[src/sv/q32sq_pkg.sv]
// Shared types and constants for the Q32.32 square root pipeline.
// No dependencies.
package q32sq_pkg;

	localparam logic [63:0] NAN_CODE      = 64'h8000_0000_0000_0000;
	localparam logic [63:0] HALF_UNIT     = 64'h0000_0000_8000_0000;
	localparam int          FIRST_BIT_LOG = 62;
	localparam int          SECOND_BIT_LOG = 30;
	localparam int          PASS1_STEPS   = 32;
	localparam int          PASS2_STEPS   = 16;
	localparam int          NUM_LINKS     = PASS1_STEPS + PASS2_STEPS + 2;

	typedef struct packed {
		logic [63:0] rem;
		logic [63:0] acc;
		logic        bad;
	} stage_t;

endpackage

[src/sv/q32sq_round.sv]
// Round-to-nearest step and invalid substitution; holds the output register.
// Depends on q32sq_pkg.
module q32sq_round (
	input  logic             clk,
	input  logic             arst_n,
	input  logic             en,
	input  logic             vld_in,
	input  q32sq_pkg::stage_t dat_in,
	output logic             vld_s1,
	output logic [63:0]      root_s1,
	output logic             invalid_s1
);
	import q32sq_pkg::*;

	logic [63:0] rounded;

	always_comb begin
		rounded = dat_in.acc + {63'd0, (dat_in.rem > dat_in.acc)};
	end

	always_ff @(posedge clk or negedge arst_n) begin
		if (!arst_n) begin
			vld_s1 <= 1'b0;
		end else if (en) begin
			vld_s1 <= vld_in;
		end
	end

	always_ff @(posedge clk) begin
		if (en) begin
			root_s1    <= dat_in.bad ? NAN_CODE : rounded;
			invalid_s1 <= dat_in.bad;
		end
	end

endmodule

[config.mk]
export PLATFORM = sky130hd
export DESIGN_NAME = q32sq_round
export DESIGN_NICKNAME = d
export VERILOG_FILES = /design/src/sv/q32sq_pkg.sv /design/src/sv/q32sq_round.sv
export SDC_FILE = /design/constraint.sdc
export NUM_CORES = 1
export LEC_CHECK = 0
export BUFFER_PORTS_ARGS = -buffer_cell sky130_fd_sc_hd__buf_2
export CAP_MARGIN = 5
export CORE_MARGIN = 3
export CORE_UTILIZATION = 40
export CTS_BUF_LIST = sky130_fd_sc_hd__clkbuf_4
export CTS_CLUSTER_SIZE = 12
export DETAILED_ROUTE_END_ITERATION = 8
export PLACE_DENSITY = 0.73
export SLEW_MARGIN = 20
export SYNTH_ARGS = -nofsm -noshare
export SYNTH_HDL_FRONTEND = slang
export SYNTH_SLANG_ARGS = --single-unit
[constraint.sdc]
create_clock -name clk -period 1.8 [get_ports clk]
set_input_delay 0 -clock clk [delete_from_list [all_inputs] [get_ports clk]]
set_output_delay 0 -clock clk [all_outputs]
set_load 0.01 [all_outputs]
==> impl_results.md <==
* I/O pins at 199
* Highest-count cells in the layout ignoring fill and taps: 191 x buf_2, 172 x buf_4, 65 x edfxtp_1
* Tcrit/Tclk final at 1.95
* Initial antenna violation count at 0
* Routed wire per std cell at ~16 um
* Row Count at 40
* H-Tree Depth at 3
* Ratio of cells with drive above 1 in the final layout at 0.548
* Most common cell after layout, fill and taps aside: buf_2
* Arrival time worst endpoint at ~3.7 ns
* Clock tree sinks at 66
* EDFF count, synth at 65
* Synth warnings at 0
* Final GP Congestion at approximately 0.87
* Synth async-reset ratio at 0.0152
* Cell count after synthesis at 561
* Multi-input gate area at around 3700 um^2
* Leakage at 4.23 nW
* Worst VDD drop at 0.000319 V
* Hold Slack at 0.0284 ns
* Total grt overflow at 0
* Startpoint types: input pin
* Max Slew Vio Count at 0
* Die area at about 14000 um^2
* Pwr Total at roughly 4.3 mW
* Worst slew pin tran at between 0.5 and 0.6 ns
* Synth Cell Area at 5170 um^2
* Setup ws final at -1.71 ns
* Synth area leaders: edfxtp_1 38%, ha_1 16%, xnor2_1 7.6%
* ANT cells at 0
* CTS Buf Count at 9
* PortBufs at 198
* TritonRoute pass-1 iters at 5
* Via count at between 5000 and 6000
* Hold Path Class: in2reg
* First-pass GRT wire length at just under 30000 um
* Maxcap violations at 0
* Unrepaired setup endpoints after global routing: true
* Syn_area_per_cell at slightly above 9 um^2
* Sequential-to-total area share from yosys stat at 0.383
* Worst r2r src: vld_s1
* Slew Limit Headroom at 0.597
* Worst skew pair latency at 0.41 ns
* Largest area contributor in the netlist: edfxtp_1
* CTS tree: done
* Die Wd at roughly 120 um
* Final Hold Fails at 0
* Status: complete, but fails checks
* Fmax at about 290 MHz
* Vias in the first global route at roughly 6300
* CTS max path bufs at 2
* Fin Setup TNS at -90.39 ns
* Final setup viols at 64
* R2r setup slk at 1.05 ns
* Minimum clock period at approximately 3.5 ns
* Critical path type: in2reg
* Hold path start: dat_in[63]
* Worst r2r dst: vld_s1
* Final #Nets at roughly 1200
* Synth cell types at 44
* Area grow syn2layout at 74.0%
* Register Area at between 1500 and 2000 um^2
* Power Dens Cells at between 400 and 500 nW/um^2
* Flops & latches, synth at 66
* Largest net degree at the start of global routing at between 60 and 70
* GRT Total Usage at 0.250
* Synthesized net count at between 700 and 800
* Failing checks: setup timing
* Clock transition at path regs at 0.11 ns
* DRC violations left at 0
* Starting Density at 0.420
* Req. time, crit path at 1.98 ns
* Total length of routed wires at between 15000 and 20000 um
* Die Ht at 120 um
* Hold Crit Depth at 4
* Ys flop type: edfxtp_1
* Yosys top cell area share at 0.378
* Core Footprint at 12300 um^2
* Crit-path max FO at 7
* Initial DRC Count at 410
* Filler Cells Inserted at about 900
* CP startpoint: dat_in[29]
* Half-perimeter wire length after placement at approximately 14000 um
* Final ANT Viol Nets at 0
* Root buffer cell: clkbuf_4
* Setup crit end kind: flip-flop
* Worst Clk Skew at 0 ns
* Hold Path End: root_s1[62]
* Via-per-instance ratio at around 5.2
* R2R depth at 1
[how the worst max path moves through the flow]
| stage | end | slack (ns) |
|---|---|---|
| 6_report | root_s1[36] | -1.71 |
| 5_1_grt | root_s1[60] | -1.85 |
| 4_1_cts | root_s1[60] | -1.59 |
| 3_5_place_dp | root_s1[56] | -2.18 |
| 3_3_place_gp | root_s1[44] | -2.00 |
| 2_1_floorplan | root_s1[62] | -1.63 |
[layer usage]
metal  routed length (um)  vias up  track usage
met2                 9610      216        0.457
met4                  495        0       0.0888
met5                    0        -            0
met1                 7150     2785        0.294
met3                 1110       44       0.0424
li1                     -     2833            -
[state kept, by name (all words and copies together) (netlist names)]
| register | flops |
|---|---|
| root_s1 | 64 |
| vld_s1 | 1 |
| invalid_s1 | 1 |
[through the flow]
step	instance area, um^2	util	setup WS (ns)	cells
5_1_grt	8990	0.730	-1.85	1135
2_1_floorplan	5450	-	-1.63	561
3_3_place_gp	7890	0.641	-2.00	1086
6_report	8990	0.730	-1.71	1135
4_1_cts	8600	0.699	-1.59	1120
3_5_place_dp	7890	0.641	-2.18	1086
[logic make-up after synthesis]
family | count (synthesis) | synth area share
compound gates | 81 | 0.0869
xor+xnor | 45 | 0.0763
fa+ha+maj | 66 | 0.160
buf+inv | 78 | 0.0584
flops | 66 | 0.383
mux | 1 | 0.00218
simple gates | 224 | 0.234
[cell type report]
class,instances,area share
clock inverter,4,0.00501
tap,168,0.0234
timing repair buffer,403,0.303
clock buffer,10,0.00835
sequential,66,0.220
multi-input combinational,417,0.408
inverter,67,0.0327
[Yosys cell counts (2+ instances only)]
master    count
nand2b_1      2
a21oi_1      44
nor2b_1       3
xnor2_1      45
or4_1         2
o21ai_0      23
nor4_4        2
nor4_1       14
a211oi_1      2
clkbuf_1      8
nand3_1      27
or3_1        15
o31a_1        2
edfxtp_1     65
and3_1        2
inv_1        67
ha_1         66
a221oi_1      3
nor3_2        2
and4_1        2
nor2_1       63
a21o_1        3
nand4_1      34
nor3_1       10
nand2_1      36
[worst max-delay path: stages]
cell	delay (ns)
buf_2	0.09
inv_1	0.05
ha_1	0.31
nand4_1	0.13
nor3_2	0.27
buf_4	0.15
nand4_1	0.12
or4_4	0.45
o21bai_4	0.19
a21oi_2	0.14
ha_2	0.23
ha_4	0.13
nand4_1	0.17
nor4_4	0.38
buf_4	0.17
buf_6	0.12
and3_4	0.29
nand3_4	0.09
xnor2_2	0.13
nor2_1	0.06
[repair_timing]
item | CTS | global route
endpoints found under the setup margin | 64 | 64
pin swaps | 64 | 51
hold buffers | 6 | 0
cloned | 2 | 0
endpoints found under the hold margin | 5 | 0
setup buffers | 14 | 19
resized for setup | 92 | 66
[power breakdown]
group / switching (mW) / leakage, nW / internal [mW]
sequential: 0.0391 / 0.639 / 1.82
clock: 0.552 / 0.0634 / 0.416
combinational: 0.708 / 3.53 / 0.714
total: 1.30 / 4.23 / 2.95
Power figures use the tool's default switching activity.
