[config.mk]
export PLATFORM = sky130hd
export DESIGN_NAME = q32sq_fix
export DESIGN_NICKNAME = d
export VERILOG_FILES = /design/src/sv/q32sq_pkg.sv /design/src/sv/q32sq_fix.sv
export SDC_FILE = /design/constraint.sdc
export NUM_CORES = 1
export LEC_CHECK = 0
export BUFFER_PORTS_ARGS = -buffer_cell sky130_fd_sc_hd__buf_2
export CORE_MARGIN = 3
export CORE_UTILIZATION = 35
export CTS_BUF_LIST = sky130_fd_sc_hd__clkbuf_4 sky130_fd_sc_hd__clkbuf_8
export DETAILED_ROUTE_END_ITERATION = 8
export GPL_ROUTABILITY_DRIVEN = 0
export HOLD_SLACK_MARGIN = 0.02
export SLEW_MARGIN = 0
export SYNTH_ARGS = -nofsm -noshare
export SYNTH_HDL_FRONTEND = slang
export SYNTH_SLANG_ARGS = --single-unit
[constraint.sdc]
create_clock -name clk -period 1.3 [get_ports clk]
set_input_delay 0.195 -clock clk [delete_from_list [all_inputs] [get_ports clk]]
set_output_delay 0.195 -clock clk [all_outputs]
set_load 0.005 [all_outputs]
[src/sv/q32sq_pkg.sv]
// Shared types and constants for the Q32.32 square root pipeline.
// No dependencies.
package q32sq_pkg;

	localparam logic [63:0] NAN_CODE      = 64'h8000_0000_0000_0000;
	localparam logic [63:0] HALF_UNIT     = 64'h0000_0000_8000_0000;
	localparam int          FIRST_BIT_LOG = 62;
	localparam int          SECOND_BIT_LOG = 30;
	localparam int          PASS1_STEPS   = 32;
	localparam int          PASS2_STEPS   = 16;
	localparam int          NUM_LINKS     = PASS1_STEPS + PASS2_STEPS + 2;

	typedef struct packed {
		logic [63:0] rem;
		logic [63:0] acc;
		logic        bad;
	} stage_t;

endpackage

[src/sv/q32sq_fix.sv]
// Rescales remainder and root by 2^32 between the two passes, moving a
// half unit into the root when the remainder is too wide. Depends on q32sq_pkg.
module q32sq_fix (
	input  logic             clk,
	input  logic             arst_n,
	input  logic             en,
	input  logic             vld_in,
	input  q32sq_pkg::stage_t dat_in,
	output logic             vld_s1,
	output q32sq_pkg::stage_t dat_s1
);
	import q32sq_pkg::*;

	logic [63:0] diff;
	stage_t      nxt;

	always_comb begin
		diff = dat_in.rem - dat_in.acc;
		nxt  = dat_in;
		if (dat_in.rem[63:32] != 32'd0) begin
			nxt.rem = {diff[31:0], 32'd0} - HALF_UNIT;
			nxt.acc = {dat_in.acc[31:0], 32'd0} + HALF_UNIT;
		end else begin
			nxt.rem = {dat_in.rem[31:0], 32'd0};
			nxt.acc = {dat_in.acc[31:0], 32'd0};
		end
	end

	always_ff @(posedge clk or negedge arst_n) begin
		if (!arst_n) begin
			vld_s1 <= 1'b0;
		end else if (en) begin
			vld_s1 <= vld_in;
		end
	end

	always_ff @(posedge clk) begin
		if (en) begin
			dat_s1 <= nxt;
		end
	end

endmodule

==> run metrics <==
initial antenna violation count 2; Critical Path Source dat_in[65]; clock root buffer clkbuf_8; static leakage approximately 4.2 nW; Initial Util 0.3624; launch point of the worst reg-to-reg path vld_s1$_DFFE_PN0P_; Post-Synth Simple-Gate Area 0.1656; Synth Cell Area 5592 sq um; Power Internal roughly 5.4 mW; Worst Tran Pin Value slightly above 0.5 ns; largest net degree at the start of global routing 30; type of element capturing the critical path register; CTS tree yes; FF+latch count, synth 67; wire per inst approximately 15 um; combinational share of power 0.475; failing checks setup timing; fin crit share 2.360; cell area after layout around 9400 sq um; Crit path top cell by count o21ai_2; maximum VDD drop 0.0004364 V; total power a little over 8 mW; clock sinks 67; row cnt between 40 and 50; Final Hold Fails 0; # DRC 0; max incr delay on CP 0.41 ns; Setup-failing EPs final 30; Total Wirelength ~19 mm; final critical-path required period ~3 ns; core area roughly 15,000 sq um; R2R Setup Slk 0.56 ns; area grow syn2layout 68.36%; Cell Chain, Critical Path buf_8, inv_12, ha_4, inv_2, fa_2, a211oi_4, o21ai_2, o21ai_2, buf_4, and3b_2, o32ai_2, nor4_4, nand4_1, buf_6, or4_4, xor2_1, o21ai_1; clock buffer depth 2; cell count after synthesis between 600 and 700; Avg Vias per Cell 4.773; Yosys top cell by area edfxtp_1; FF-to-FF End vld_s1$_DFFE_PN0P_; yosys warns 0; Tot GR Track Use 0.2029; clock skew 0 ns; Crit Path Class in2reg; GRT overflow 0; Pre-antenna DRT Iters 4; Post-DP Area 7834 sq um; worst min path class in2reg; Yosys top cell area share 0.3544; first-pass GRT wire length 28.48 mm; nets ~1,200; Synth Area in XOR/XNOR 0.08123; Hold Startpoint vld_in; worst path arrival time roughly 3.2 ns; CP max-delay cell or4_4; ys flop type edfxtp_1; sequential power share 0.334; Slew HR 0.6581; crit-path max FO 5; layout filler cell count around 1,300; outcome finished, violations left; detailed placement HPWL 14.30 mm; post-synthesis sequential area ratio 0.3589; Cell Pwr Density 879.7 nW/um^2; Switching Fraction 0.3523; max_cap viols 0; power share of the clock group 0.191; PnR worst setup slack -1.769 ns; drt initial violations about 380; post-layout util 0.6102; top post-synthesis cells by area edfxtp_1 35%, buf_4 8.5%, ha_1 7.2%; WP data required between 1 and 1.5 ns; maximum clock rate 325.9 MHz; CP endpoint dat_s1[126]$_DFFE_PP_; Async SR Flop Fraction 0.01493; largest family of logic cells by synthesized area compound AO/OA/AOI/OAI gates; multiplexer area fraction after synthesis 0.007608; Port Buffers 168; Reg2Reg Depth 1; Mean Syn Cell Area 9.004 sq um; layout cells sized above 1 0.5150; compound-cell area share of the yosys netlist 0.1783; Adder-Cell Fraction of Synth Area 0.07518; Net Sw Power between 2 and 3 mW; CTS clock-pin slew for the worst setup and hold paths about 0.080 ns; Top Ports between 200 and 300; RSZ-0062 raised after global routing true; EDFF count, synth 66; clk_lat worst skew about 0.38 ns; DRT antenna net count 0; worst hold slack between 0.04 and 0.05 ns; startpoint types input port; distinct cell type count after synthesis 68; die height roughly 130 um; CTS HTree Levels 3; vias in the first global route 5,823; CTS buffer count 9; Vias a little under 6,000; Die X 132.4 um; max-slew violations 0; die area 17,530 sq um
[through the flow]
step                      worst slack (ns)  TNS, ns  cells
after global routing                -1.928   -42.60   1216
after floorplan                     -1.979   -41.81    682
after global placement              -2.235   -53.49   1137
final                               -1.769   -39.30   1216
after detailed placement            -2.280   -54.73   1137
after CTS                           -1.730   -38.21   1199
[layer usage]
layer,share of wire,routed length (um),track usage
met4,0.019,362,0.06582
met1,0.40,7501,0.2393
met2,0.51,9468,0.3602
met3,0.072,1336,0.05153
met5,0,0,0
[power by group through the flow]
| stage | Sequential (mW) | Clock [mW] | Combinational, mW |
|---|---|---|---|
| after floorplan | 2.86 | 0 | 1.63 |
| after CTS | 2.77 | 1.63 | 3.45 |
| final | 2.77 | 1.58 | 3.93 |
| after global routing | 2.80 | 1.72 | 4.25 |
| after detailed placement | 2.82 | 0 | 3.10 |
| after global placement | 2.81 | 0 | 3.08 |
[critical path, delay by kind of cell]
family                     cells  cell delay [ns]
adders and majority gates      2             0.51
xor gates and xnor gates       1             0.15
and+or+nand+nor                4             0.97
AOI/OAI and AO/OA              5             0.84
buffers and inverters          5             0.52
[worst min path at each step]
stage / end / slack [ns] / cells past startpoint
CTS: vld_s1$_DFFE_PN0P_ / 0.03 / 2
global placement: vld_s1$_DFFE_PN0P_ / -0.03 / 1
floorplan: vld_s1$_DFFE_PN0P_ / -0.10 / 0
finish: vld_s1$_DFFE_PN0P_ / 0.04 / 2
global route: dat_s1[33]$_DFFE_PP_ / 0.04 / 1
detailed placement: vld_s1$_DFFE_PN0P_ / -0.03 / 1
[sequential cells by signal (all words and copies together), names as in the netlist]
signal	flops
vld_s1	1
dat_s1	66
[timing repair]
item	4_1_cts	5_1_grt
endpoints found under the hold margin	31	0
pin swaps	53	51
buffers inserted	16	17
setup endpoints to repair	32	32
gates resized for setup	72	103
hold buffers	31	0
[layout by cell type, fill, tap and decap left out, types with 10 or more instances in the layout]
master	count
xnor2_1	18
nand2_1	59
o21ai_1	25
conb_1	62
nor2_1	23
inv_1	36
o21ai_2	10
dlygate4sd3_1	31
o21ai_0	16
nand4_1	14
buf_4	162
ha_1	22
xnor2_2	14
a21oi_1	22
edfxtp_1	66
a21oi_2	10
buf_6	24
buf_2	167
[cells in the mapped netlist (all sizes together) (3+ instances only)]
library cell  count
buf              72
edfxtp           66
nand2            66
o21ai            53
inv              42
xnor2            36
a21oi            33
ha               32
nor2             30
nand4            16
nor4             16
xor2             15
clkbuf           14
nor3             14
nand3            11
a21o              9
o21a              8
a31oi             7
or3               7
a21boi            6
and2              6
a211oi            5
nand2b            5
o211ai            5
nor2b             4
or2               4
a2111oi           3
a211o             3
o31a              3
[cell type report]
class,instances,area (sq um),area share
well taps,211,264.0,0.02804
clock inverters,7,45.04,0.004785
repair buffers,390,2738,0.2908
flip-flops and latches,67,2007,0.2132
multi-input cells,487,4054,0.4306
inverters,42,175.2,0.01861
clock buffers,9,123.9,0.01316
diodes,3,7.507,0.0007974
[logic make-up (layout without fill, tap and decap cells)]
group,count (synthesis),after routing
adder cells (fa/ha/maj),33,33
flip-flops,67,67
buffers and inverters,128,448
other,1,65
multiplexers,4,4
XOR/XNOR,51,51
AND/OR/NAND/NOR,185,185
AO/OA/AOI/OAI,152,152
Note: power is estimated with default switching activity, not from simulation.
