## config.mk

```make
export PLATFORM = sky130hd
export DESIGN_NAME = q32sq_step
export DESIGN_NICKNAME = d
export VERILOG_FILES = /design/src/sv/q32sq_pkg.sv /design/src/sv/q32sq_step.sv
export SDC_FILE = /design/constraint.sdc
export NUM_CORES = 1
export LEC_CHECK = 0
export BUFFER_PORTS_ARGS = -buffer_cell sky130_fd_sc_hd__buf_2
export CAP_MARGIN = 10
export CORE_ASPECT_RATIO = 1.25
export CORE_MARGIN = 3
export CORE_UTILIZATION = 35
export CTS_BUF_LIST = sky130_fd_sc_hd__clkbuf_8 sky130_fd_sc_hd__clkbuf_16
export DETAILED_ROUTE_END_ITERATION = 12
export RECOVER_POWER = 100
export SYNTH_ARGS = -nofsm -noshare
export SYNTH_HDL_FRONTEND = slang
export SYNTH_SLANG_ARGS = --single-unit
```

## constraint.sdc

```tcl
create_clock -name clk -period 2.6 [get_ports clk]
set_clock_uncertainty 0.2 [all_clocks]
set_input_delay 0 -clock clk [delete_from_list [all_inputs] [get_ports clk]]
set_output_delay 0 -clock clk [all_outputs]
set_load 0.03 [all_outputs]
```

## src/sv/q32sq_pkg.sv

```systemverilog
// Shared types and constants for the Q32.32 square root pipeline.
// No dependencies.
package q32sq_pkg;

	localparam logic [63:0] NAN_CODE      = 64'h8000_0000_0000_0000;
	localparam logic [63:0] HALF_UNIT     = 64'h0000_0000_8000_0000;
	localparam int          FIRST_BIT_LOG = 62;
	localparam int          SECOND_BIT_LOG = 30;
	localparam int          PASS1_STEPS   = 32;
	localparam int          PASS2_STEPS   = 16;
	localparam int          NUM_LINKS     = PASS1_STEPS + PASS2_STEPS + 2;

	typedef struct packed {
		logic [63:0] rem;
		logic [63:0] acc;
		logic        bad;
	} stage_t;

endpackage

```

## src/sv/q32sq_step.sv

```systemverilog
// One digit of the square root recurrence, with its pipeline register.
// Depends on q32sq_pkg.
module q32sq_step (
	input  logic             clk,
	input  logic             arst_n,
	input  logic             en,
	input  logic [63:0]      weight,
	input  logic             vld_in,
	input  q32sq_pkg::stage_t dat_in,
	output logic             vld_s1,
	output q32sq_pkg::stage_t dat_s1
);
	import q32sq_pkg::*;

	logic [63:0] trial;
	stage_t      nxt;

	always_comb begin
		trial = dat_in.acc + weight;
		nxt   = dat_in;
		if (dat_in.rem >= trial) begin
			nxt.rem = dat_in.rem - trial;
			nxt.acc = {1'b0, dat_in.acc[63:1]} + weight;
		end else begin
			nxt.acc = {1'b0, dat_in.acc[63:1]};
		end
	end

	always_ff @(posedge clk or negedge arst_n) begin
		if (!arst_n) begin
			vld_s1 <= 1'b0;
		end else if (en) begin
			vld_s1 <= vld_in;
		end
	end

	always_ff @(posedge clk) begin
		if (en) begin
			dat_s1 <= nxt;
		end
	end

endmodule

```

==> impl_results.rst <==
.. list-table::
   :header-rows: 1

   * - Metric
     - Value
   * - Vias in the first global route
     - 22300
   * - Number of flops mapped to enable cells by yosys
     - ~130
   * - Share of total power in the clock network
     - 0.136
   * - Core area
     - 45500 sq um
   * - Fraction of post-synthesis cell area in the top cell type by area
     - 0.239
   * - Vert. Die Dim
     - around 250 microns
   * - Share of synthesized area occupied by flip-flops and latches
     - 0.240
   * - Total standard cell area after synthesis
     - 16200 sq um
   * - Fin. Hold Viols
     - 0
   * - Clock Path Buffers
     - 2
   * - Most common flop cell mapped by yosys
     - edfxtp_1
   * - Cell area power density
     - 665 nW/um^2
   * - Weighted congestion at the end of routability-driven global placement
     - 0.983
   * - Type of the worst setup path
     - input port to flop
   * - Cell with the biggest individual delay on the critical path
     - o311ai_4
   * - Top cells by area, synth
     - edfxtp_1, ha_1, a21oi_1
   * - Synth warnings
     - 0
   * - Achievable Freq
     - 204 MHz
   * - Part of the power in registers
     - 0.166
   * - Cell area reported after detailed placement
     - 24500 sq um
   * - Data arrival time of the worst path
     - approximately 4900 ps
   * - Status
     - finished, violations left
   * - Share of layout cells above drive strength 1
     - 0.437
   * - Most repeated library cell on the critical path
     - a21oi_2
   * - Wire length per cell after detailed routing
     - approximately 20 microns
   * - Worst setup slack for register-to-register paths
     - 1660 ps
   * - Via density per instance
     - roughly 5.5
   * - Clock buffer count from CTS
     - 17
   * - CTS H-tree depth
     - 4
   * - Critical path launch point type
     - input port
   * - Final worst setup slack
     - -2300 ps
   * - Overall power of the completed layout
     - 19.5 mW
   * - Post-Synthesis Cells
     - between 2000 and 2500
   * - Nets@finish
     - 3705
   * - Violated checks
     - max-capacitance violations, max-slew violations, negative setup slack
   * - Clock tree from TritonCTS
     - done
   * - Clock Latency Late Sink
     - 470 ps
   * - Initial standard-cell utilization of the core
     - 0.357
   * - Number of distinct library cells after synthesis
     - 84
   * - Critical path startpoint
     - weight[0]
   * - Total number of clock tree sinks
     - 130
   * - Launching point of the worst reg2reg path
     - vld_s1
   * - IO buf count
     - about 330
   * - Global-route wire length before repair
     - roughly 120000 microns
   * - Gr ovfl total
     - 0
   * - Die area
     - roughly 50000 sq um
   * - Actual slew at the worst max-slew pin
     - between 1500 and 2000 ps
   * - Iter 0 DRT Violations
     - 1143
   * - Worst Min Path Start
     - dat_in[76]
   * - Via count
     - 21500
   * - Worst hold slack
     - 23.9 ps
   * - Top-Level Pins
     - 327
   * - Path depth of the worst reg2reg path
     - 1
   * - Non-filler instance count after layout
     - 3910
   * - Switching power share of the total
     - 0.442
   * - Clock Pin Slew Worst Setup and Hold Paths
     - 70 ps
   * - Combinational cell fraction of total power
     - 0.697
   * - Post-route cell area
     - 29400 sq um
   * - Type of the most critical hold path
     - input port to flop
   * - Headroom to the max-slew limit
     - -0.251
   * - Worst reg2reg path endpoint
     - vld_s1
   * - Slowest cell delay on critical path
     - 360 ps
   * - Final slew viol count
     - 31
   * - Global-route usage over all layers
     - 0.305
   * - FF+latch count, synth
     - 130
   * - Period minus WS final
     - approximately 4900 ps
   * - Number of max-cap violations
     - 1
   * - Net switching power of the design
     - 8.63 mW
   * - Total iterations of the first detailed-routing run
     - 5
   * - Synthesized area divided by synthesized cell count
     - about 8 sq um
   * - Antenna violations before repair
     - 7
   * - Library cell used as clock root buffer
     - clkbuf_16
   * - Post-synthesis async set-or-reset flop share
     - 0.00769
   * - Core occupancy in the finished layout
     - 0.645
   * - Number of nets with antenna violations after routing
     - 0
   * - Number of placed instances with taps included
     - about 3700
   * - Setup repair after global routing missed its margin
     - true
   * - Die Width
     - 199 microns
   * - Detailed-placement wirelength estimate
     - 57700 microns
   * - Largest net degree at the start of global routing
     - 57
   * - Leakage power
     - 13.6 nW
   * - Std-Cell Rows
     - between 80 and 90
   * - Layout Area Growth over Synthesis
     - 80.8%
   * - Endpoint, Worst Hold
     - dat_s1[76]
   * - Internal power
     - 10.9 mW
   * - Share of the clock period used by the worst path
     - 1.88
   * - Worst vdd rail ir drop
     - 0.548 mV
   * - Number of nets in the synthesized netlist
     - 2428
   * - Post-detailed-route DRC marker count
     - 0
   * - Capturing element type of the critical path
     - flop
   * - Largest area contributor in the netlist
     - edfxtp_1
   * - Crit path max fanout
     - 8
   * - Depth of the worst hold-timing path
     - 5
   * - Setup violation total in the final timing report
     - between 100 and 150
   * - Final routed wirelength across all metal layers
     - 77900 microns
   * - Required time at the endpoint of the critical path
     - 2620 ps
synthesized netlist by cell type (all sizes together), types with 7 or more instances:
library cell	instances
a21boi	13
nor2	203
nand3	42
nor4	8
edfxtp	129
xnor2	91
a41oi	8
xor2	85
o31a	7
o31ai	21
o211ai	11
a21oi	291
nand4	56
and4	10
nand2	176
a21o	122
buf	17
nor3	25
and3	11
o21a	27
o21bai	35
clkbuf	85
a31o	9
and2	16
a211oi	15
nand2b	18
inv	49
nor2b	23
o21ai	148
ha	190
a31oi	18
cell type report:
| cell class | count | area [sq um] |
|---|---|---|
| Tap cell | 578 | 723 |
| Sequential cell | 130 | 3900 |
| Fill cell | 3751 | 16100 |
| Inverter | 49 | 184 |
| Clock buffer | 17 | 425 |
| Clock inverter | 15 | 180 |
| Antenna cell | 4 | 10.0 |
| Multi-Input combinational cell | 1758 | 13600 |
| Timing Repair Buffer | 1359 | 10400 |
worst max-delay path, delay by kind of cell:
family / cells / cell delay, ps
xor+xnor: 1 / 160
compound gates: 17 / 3090
fa+ha+maj: 3 / 610
buf+inv: 6 / 790
simple gates: 3 / 220
cell usage in the layout (no fill, tap or decap), types with 20 or more instances in the layout:
master,n
buf_4,826
a21oi_1,200
buf_2,194
ha_1,178
nand2_1,137
dlygate4sd3_1,137
clkbuf_1,131
edfxtp_1,129
nor2_1,127
a21o_1,122
o21ai_0,93
xnor2_1,87
xor2_1,84
a21oi_2,79
nor2_4,69
nand4_1,56
inv_1,48
nand3_1,40
o21bai_1,34
o21ai_2,32
o21a_1,27
nor3_1,23
o21ai_1,22
buf_12,22
nor2b_1,21
nand2_4,21
buf_16,20
what timing repair did:
action                                  CTS  global route
pin swaps                                66            57
gates cloned                             25             0
endpoints found under the setup margin  128           128
hold endpoints to repair                169             0
setup buffers                            47            19
resized for setup                       369           135
hold buffers                            137             0
through the flow:
step	TNS (ps)	worst slack [ps]
floorplan	-261890	-2210
global placement	-384820	-3200
detailed placement	-387190	-3210
CTS	-269670	-2230
global route	-302430	-2470
finish	-280480	-2300
how the worst max path moves through the flow:
stage	endpoint	slack (ps)	cells after the start
2_1_floorplan	dat_s1[66]	-2210	24
3_3_place_gp	dat_s1[60]	-3200	26
3_5_place_dp	dat_s1[57]	-3210	26
4_1_cts	dat_s1[59]	-2230	28
5_1_grt	dat_s1[59]	-2470	28
6_report	dat_s1[35]	-2300	30
state kept, by name, summed over array words and instances, names as in the netlist:
name,cells
dat_s1,129
vld_s1,1
logic make-up after synthesis:
kind of cell    share of synthesized area
xor+xnor                           0.0949
compound gates                      0.300
mux                               0.00401
buf+inv                            0.0367
flops                               0.240
fa+ha+maj                           0.150
simple gates                        0.174
power by group through the flow:
stage / combinational, mW / clock, mW / sequential [mW]
3_3_place_gp: 10.3 / 0 / 3.26
4_1_cts: 13.1 / 2.70 / 3.23
3_5_place_dp: 10.4 / 0 / 3.27
2_1_floorplan: 4.79 / 0 / 4.31
6_report: 13.6 / 2.66 / 3.25
5_1_grt: 14.4 / 2.77 / 3.29
routing by layer:
layer  wire, microns  vias up  GRT usage
li1                -    10200          -
met1           28400    10200      0.318
met2           39200      815      0.552
met3            4340      292     0.0522
met4            5900        8      0.215
met5              50        -          0
(Power assumes the default switching activity.)
